$ cat src/rtl/hlt_pkg.sv
// Shared constants and types of the header/length/tail frame receiver.
`default_nettype none

package hlt_pkg;

    localparam int BUFFER_DEPTH = 256;
    localparam int ADDR_W       = $clog2(BUFFER_DEPTH);
    localparam int POS_W        = 9;
    localparam int PADDR_W      = 3;

    localparam logic [7:0] HEADER_RESET = 8'hAA;
    localparam logic [7:0] TAIL_RESET   = 8'h55;

    typedef enum logic [1:0] {
        ST_NONE   = 2'd0,
        ST_ACCEPT = 2'd1,
        ST_DROP   = 2'd2,
        ST_READ   = 2'd3
    } t_status;

    typedef enum logic {
        ACT_RECEIVE = 1'b0,
        ACT_READ    = 1'b1
    } t_action;

    typedef enum logic {
        REG_HEADER = 1'b0,
        REG_TAIL   = 1'b1
    } t_reg_index;

endpackage

`default_nettype wire

$ cat src/rtl/hlt_ram.sv
// Generic single-port-write, single-port-read RAM with registered read data.
`default_nettype none

module hlt_ram #(
    parameter int WIDTH = 8,
    parameter int DEPTH = 256
) (
    input  wire logic                     i_clk,
    input  wire logic                     i_we,
    input  wire logic [$clog2(DEPTH)-1:0] i_waddr,
    input  wire logic [WIDTH-1:0]         i_wdata,
    input  wire logic                     i_re,
    input  wire logic [$clog2(DEPTH)-1:0] i_raddr,
    output logic      [WIDTH-1:0]         o_rdata
);

    logic [WIDTH-1:0] r_mem [DEPTH];

    always_ff @(posedge i_clk) begin
        if (i_we) begin
            r_mem[i_waddr] <= i_wdata;
        end
    end

    always_ff @(posedge i_clk) begin
        if (i_re) begin
            o_rdata <= r_mem[i_raddr];
        end
    end

endmodule

`default_nettype wire

$ cat src/rtl/header_length_tail_frame_receiver_unit.sv
// Top level of the header/length/tail frame receiver.
//
// Takes one word per cycle while o_in_stall is low, each a received byte or a read
// of the frame buffer, and returns exactly one result word for each; the stage
// register waits on the registered read port of the frame buffer RAM. Input
// and output are parted by a stage register and an output register, so a new
// word is taken while a result waits. No clearing pass after reset: buffer
// entries never written read back as undefined data.
`default_nettype none

module header_length_tail_frame_receiver_unit (
    input  wire logic                        i_clk,
    input  wire logic                        i_rst_n,
    // input channel
    input  wire logic                        i_in_valid,
    output logic                             o_in_stall,
    input  wire logic                        i_action,
    input  wire logic [7:0]                  i_data_byte,
    input  wire logic [7:0]                  i_read_index,
    // output channel
    output logic                             o_out_valid,
    input  wire logic                        i_out_stall,
    output logic      [1:0]                  o_status,
    output logic      [7:0]                  o_frame_id,
    output logic      [8:0]                  o_frame_length,
    output logic      [7:0]                  o_read_data,
    // configuration
    input  wire logic                        psel,
    input  wire logic                        penable,
    input  wire logic                        pwrite,
    input  wire logic [hlt_pkg::PADDR_W-1:0] paddr,
    input  wire logic [31:0]                 pwdata,
    output logic      [31:0]                 prdata,
    output logic                             pready
);

    import hlt_pkg::*;

    // configuration registers
    logic [7:0] r_header;
    logic [7:0] r_tail;
    logic       cfg_we;
    t_reg_index cfg_idx;

    assign pready  = 1'b1;
    assign cfg_we  = psel & penable & pwrite;
    assign cfg_idx = t_reg_index'(paddr[2]);

    always_ff @(posedge i_clk) begin
        if (!i_rst_n) begin
            r_header <= HEADER_RESET;
            r_tail   <= TAIL_RESET;
        end else if (cfg_we) begin
            unique case (cfg_idx)
                REG_HEADER: r_header <= pwdata[7:0];
                REG_TAIL:   r_tail   <= pwdata[7:0];
                default:    r_header <= r_header;
            endcase
        end
    end

    always_comb begin
        prdata = '0;
        unique case (cfg_idx)
            REG_HEADER: prdata[7:0] = r_header;
            REG_TAIL:   prdata[7:0] = r_tail;
            default:    prdata      = '0;
        endcase
    end

    // handshake
    logic r_s1_valid;
    logic r_out_valid;
    logic out_free;
    logic in_acc;
    logic s1_move;

    assign out_free    = !r_out_valid || !i_out_stall;
    assign o_in_stall  = r_s1_valid && !out_free;
    assign in_acc      = i_in_valid && !o_in_stall;
    assign s1_move     = r_s1_valid && out_free;
    assign o_out_valid = r_out_valid;

    // receiver state
    logic [POS_W-1:0] r_pos;
    logic [7:0]       r_len;
    logic [7:0]       r_id;
    logic [POS_W-1:0] n_pos;
    logic [7:0]       n_len;
    logic [7:0]       n_id;
    t_status          rx_status;
    logic [POS_W-1:0] len_plus2;
    logic [9:0]       byte_plus3;
    logic             is_read;

    assign is_read    = (t_action'(i_action) == ACT_READ);
    assign len_plus2  = {1'b0, r_len} + POS_W'(2);
    assign byte_plus3 = {2'b00, i_data_byte} + 10'd3;

    always_comb begin
        n_pos     = r_pos;
        n_len     = r_len;
        n_id      = r_id;
        rx_status = ST_NONE;
        priority if (r_pos == POS_W'(0)) begin
            if (i_data_byte == r_header) begin
                n_pos = POS_W'(1);
            end
        end else if (r_pos == POS_W'(1)) begin
            n_id  = i_data_byte;
            n_pos = POS_W'(2);
        end else if (r_pos == POS_W'(2)) begin
            n_len = i_data_byte;
            if (byte_plus3 > 10'(BUFFER_DEPTH)) begin
                rx_status = ST_DROP;
                n_pos     = '0;
            end else begin
                n_pos = POS_W'(3);
            end
        end else if (r_pos < len_plus2) begin
            n_pos = r_pos + POS_W'(1);
        end else if (r_pos == len_plus2 && i_data_byte == r_tail) begin
            rx_status = ST_ACCEPT;
            n_pos     = '0;
        end else begin
            n_pos = '0;
        end
    end

    always_ff @(posedge i_clk) begin
        if (!i_rst_n) begin
            r_pos <= '0;
            r_len <= '0;
            r_id  <= '0;
        end else if (in_acc && !is_read) begin
            r_pos <= n_pos;
            r_len <= n_len;
            r_id  <= n_id;
        end
    end

    // frame buffer
    logic              ram_we;
    logic              ram_re;
    logic [ADDR_W-1:0] ram_raddr;
    logic [7:0]        ram_rdata;
    logic              rd_in_range;

    assign ram_we      = in_acc && !is_read && (r_pos < POS_W'(BUFFER_DEPTH));
    assign rd_in_range = {1'b0, i_read_index} < POS_W'(BUFFER_DEPTH);
    assign ram_re      = in_acc && is_read;
    assign ram_raddr   = ADDR_W'(i_read_index);

    hlt_ram #(
        .WIDTH (8),
        .DEPTH (BUFFER_DEPTH)
    ) u_store (
        .i_clk   (i_clk),
        .i_we    (ram_we),
        .i_waddr (r_pos[ADDR_W-1:0]),
        .i_wdata (i_data_byte),
        .i_re    (ram_re),
        .i_raddr (ram_raddr),
        .o_rdata (ram_rdata)
    );

    // stage register: wait for the buffer read
    t_status    r_s1_status;
    logic [7:0] r_s1_id;
    logic [8:0] r_s1_len;
    logic       r_s1_rd_ok;

    always_ff @(posedge i_clk) begin
        if (!i_rst_n) begin
            r_s1_valid <= 1'b0;
        end else if (in_acc) begin
            r_s1_valid <= 1'b1;
        end else if (s1_move) begin
            r_s1_valid <= 1'b0;
        end
    end

    always_ff @(posedge i_clk) begin
        if (in_acc) begin
            r_s1_rd_ok <= rd_in_range;
            if (is_read) begin
                r_s1_status <= ST_READ;
                r_s1_id     <= '0;
                r_s1_len    <= '0;
            end else begin
                r_s1_status <= rx_status;
                r_s1_id     <= (rx_status == ST_ACCEPT) ? r_id : 8'd0;
                r_s1_len    <= (rx_status == ST_ACCEPT) ? 9'(len_plus2 + POS_W'(1)) : 9'd0;
            end
        end
    end

    // output register
    always_ff @(posedge i_clk) begin
        if (!i_rst_n) begin
            r_out_valid <= 1'b0;
        end else if (out_free) begin
            r_out_valid <= r_s1_valid;
        end
    end

    always_ff @(posedge i_clk) begin
        if (s1_move) begin
            o_status       <= r_s1_status;
            o_frame_id     <= r_s1_id;
            o_frame_length <= r_s1_len;
            o_read_data    <= (r_s1_status == ST_READ && r_s1_rd_ok) ? ram_rdata : 8'd0;
        end
    end

endmodule

`default_nettype wire
$ cat config.mk
export PLATFORM = sky130hd
export DESIGN_NAME = header_length_tail_frame_receiver_unit
export DESIGN_NICKNAME = d
export VERILOG_FILES = /design/src/rtl/hlt_pkg.sv /design/src/rtl/hlt_ram.sv /design/src/rtl/header_length_tail_frame_receiver_unit.sv
export SDC_FILE = /design/constraint.sdc
export NUM_CORES = 2
export LEC_CHECK = 0
export BUFFER_PORTS_ARGS = -buffer_cell sky130_fd_sc_hd__buf_2
export CAP_MARGIN = 25
export CORE_MARGIN = 5
export CORE_UTILIZATION = 60
export DETAILED_ROUTE_END_ITERATION = 10
export GPL_ROUTABILITY_DRIVEN = 0
export PLACE_DENSITY = 0.76
export SETUP_SLACK_MARGIN = 0.3
export SYNTH_ARGS = -nofsm -noshare
export SYNTH_HDL_FRONTEND = slang
export SYNTH_SLANG_ARGS = --single-unit
export TNS_END_PERCENT = 5
$ cat constraint.sdc
create_clock -name i_clk -period 10.5 [get_ports i_clk]
set_clock_uncertainty 0.1 [all_clocks]
set_input_delay 3.15 -clock i_clk [delete_from_list [all_inputs] [get_ports i_clk]]
set_output_delay 3.15 -clock i_clk [all_outputs]
set_load 0.01 [all_outputs]
==> out/qor.yml <==
status:
  status: "finished, final reports clean"
critical_path:
  arrival_ps: 3910
  start_kind: "input port"
  cpPeakStageDelay_ps: 390
  crit_slowest_cell: "mux2_2"
  reg2reg_depth: 4
  cp-end-kind: "output pin"
  cpMostUsedCell: "buf_2"
  critPathMaxFanout: 11
  required_ps: 7250
  crit_chain: "buf_2, mux2_2, buf_2"
  critPathKind: "input port to output pin"
final_layout:
  nFillCells: 8401
  syn_to_final_growth_pct: 10.4
  multi_input_area_mm2: 0.0184
  nets: 4129
  register_area_mm2: 0.0640
  drive_above_1_share_pct: 23.2
sta:
  period_share_pct: 68.2
  hold_violations: 0
  slew_headroom_pct: 23.4
  setup_viol: 0
  rsz0062_at_grt: "no"
  fin_crit_ps: 7160
  max_freq_mhz: 140
  worstMarginPinSlew_ps: 1140
  drv_slew: 0
  fin_tns_setup_ps: 0
detailed_routing:
  wl_per_cell_um: 31.9
  routed_wl_um: 195000
  antenna_left: 0
  drcViolationCount: 0
  dr.pass1.iters: 8
  via_per_inst: 6.77
  drt_iter0_drc: 6028
  vias: 41300
yosys:
  synth_top_area_share_pct: 75.6
  yosys-top-cells-area: "edfxtp_1, mux4_2, mux2i_1"
  ys_types: 58
  avgSynthCellArea_um2: 21.1
  synth-main-ff-cell: "edfxtp_1"
  syn_inst: 3950
  yosysTopAreaCell: "edfxtp_1"
  synth_seq_cells: 2145
  ys_seq_area_share_pct: 76.6
  synthArstFlopShare_pct: 0
  yosysMostFrequentCell: "edfxtp_1"
  yosys-top-cells-count: "edfxtp_1, mux4_2, nor2_1"
  ys_warn_count: 0
  synth_edf_count: 2102
  netlist_area_mm2: 0.0835
pwr:
  p_leak_nw: 28.6
  p_total_mw: 17.2
  vdd_drop_max_mv: 0.183
  power_density_mw_per_mm2: 187
min_path:
  hold_depth: 0
  hp-class: "flip-flop to flip-flop"
clocking:
  hold_buffers: 0
  cts_tree: "done"
  cts_resized: 0
  numCtsBuffers: 195
  cts-htree-levels: 4
  root_buffer: "clkbuf_16"
  clk_latency_ps: 800
  cts.path.max_buffers: 3
  clock-sinks: 2145
  cts.clk_slew.worst_paths_ps: 60
  cts_setup_buffers: 0
floorplan:
  design.core.area_mm2: 0.139
  start_util_pct: 60.1
  io_pins: 121
  rows: 137
  die_area_mm2: 0.147
  fp.dieW_um: 383
  die_y_um: 383
global_routing:
  grt_first_pass_wirelength_um: 284000
  grt_max_degree: 169
  globalRouteTotalUtil_pct: 26.8
  grt_pass1_vias: 41200
  overflow: 0
  antenna_found_initial: 7
job:
  drv_cap: 0
place:
  port_buffers: 69
  dp_hpwl_um: 110000
[metal layers]
layer / track usage (%) / share of wire, % / vias up
li1: - / - / 16600
met1: 38.9 / 37 / 21500
met2: 41.2 / 48 / 2758
met3: 6.11 / 11 / 399
met4: 9.71 / 3.9 / 4
met5: 0 / 0.015 / -
[worst max-delay path: cells and delay by family]
family                 cells  cell delay, ps
buffers and inverters      2             370
multiplexers               1             390
[cell families (layout without fill, tap and decap cells)]
logic type | after synthesis | in the layout | share of synthesized area, %
other | 2 | 27 | 0.00899
adder cells (fa/ha/maj) | 16 | 16 | 0.237
buffers and inverters | 267 | 515 | 1.60
multiplexers | 667 | 667 | 16.0
XOR/XNOR | 34 | 34 | 0.365
flip-flops | 2145 | 2145 | 76.6
AND/OR/NAND/NOR | 553 | 553 | 2.97
AO/OA/AOI/OAI | 266 | 266 | 2.22
[metrics by stage]
step           area (µm²)  util [%]  worst slack, ps  hold slack, ps  cells
2_1_floorplan       83600         -             3400             300   3973
3_5_place_dp        85900      61.8             3330             305   5731
5_1_grt             92200      66.3             3330             334   6097
4_1_cts             92100      66.3             3350             328   6094
3_3_place_gp        85800      61.7             3310             305   5726
6_report            92200      66.3             3340             327   6099
[layout by cell type, fill, tap and decap left out, types with 6 or more instances in the layout]
cell type and n:
edfxtp_1 2102, mux4_2 534, nor2_1 283, clkbuf_16 202, mux2i_1 125, nand2_1 77
a22oi_1 70, nand3_1 57, buf_2 57, buf_4 52, a21oi_1 50, clkinv_1 45
clkbuf_1 43, dfxtp_1 43, clkinv_2 42, o221ai_1 35, xnor2_1 28, conb_1 25
nand4_1 24, o22ai_1 22, nor2b_1 20, o21ai_0 18, bufinv_16 18, a31oi_1 17
nor3_1 17, a21boi_0 17, buf_12 16, ha_1 15, and3_1 13, inv_1 12
nand2b_1 10, and2_1 10, clkinvlp_4 10, buf_8 9, mux2_2 8, a211oi_1 7
o31ai_1 6, nand2_2 6, nor3b_1 6
[power by group]
group | internal [mW] | switching, mW
logic | 0.294 | 0.533
registers | 9.42 | 0.0129
clock network | 3.94 | 3.03
[registers in the layout, indices dropped and copies added (netlist names)]
signal,flops
r_len,8
r_s1_valid,1
o_out_valid,1
o_status,2
o_frame_id,8
o_read_data,8
u_store.r_mem,2048
r_s1_id,8
r_id,8
r_s1_status,2
r_header,8
u_store.o_rdata,8
r_tail,8
r_pos,9
o_frame_length,9
r_s1_len,9
[cell type report]
cell class / count / area share, %
well taps: 1876 / 2.55
multi-input cells: 1561 / 19.9
inverters: 12 / 0.0489
repair buffers: 140 / 1.35
flip-flops and latches: 2145 / 69.4
clock buffers: 244 / 5.63
clock inverters: 119 / 1.12
diodes: 2 / 0.00543
[path summary, 6_finish.rpt]
| path | start | to | slack [ps] |
|---|---|---|---|
| min | r_s1_id[6]$_SDFFCE_PP0P_ | o_frame_id[6]$_DFFE_PP_ | 330 |
| max reg2reg | r_pos[6]$_SDFFE_PN0P_ | u_store.r_mem[118][1]$_DFFE_PP_ | 6340 |
| max | paddr[2] | prdata[4] | 3340 |
| min reg2reg | r_s1_id[6]$_SDFFCE_PP0P_ | o_frame_id[6]$_DFFE_PP_ | 330 |
(Power assumes the default switching activity.)
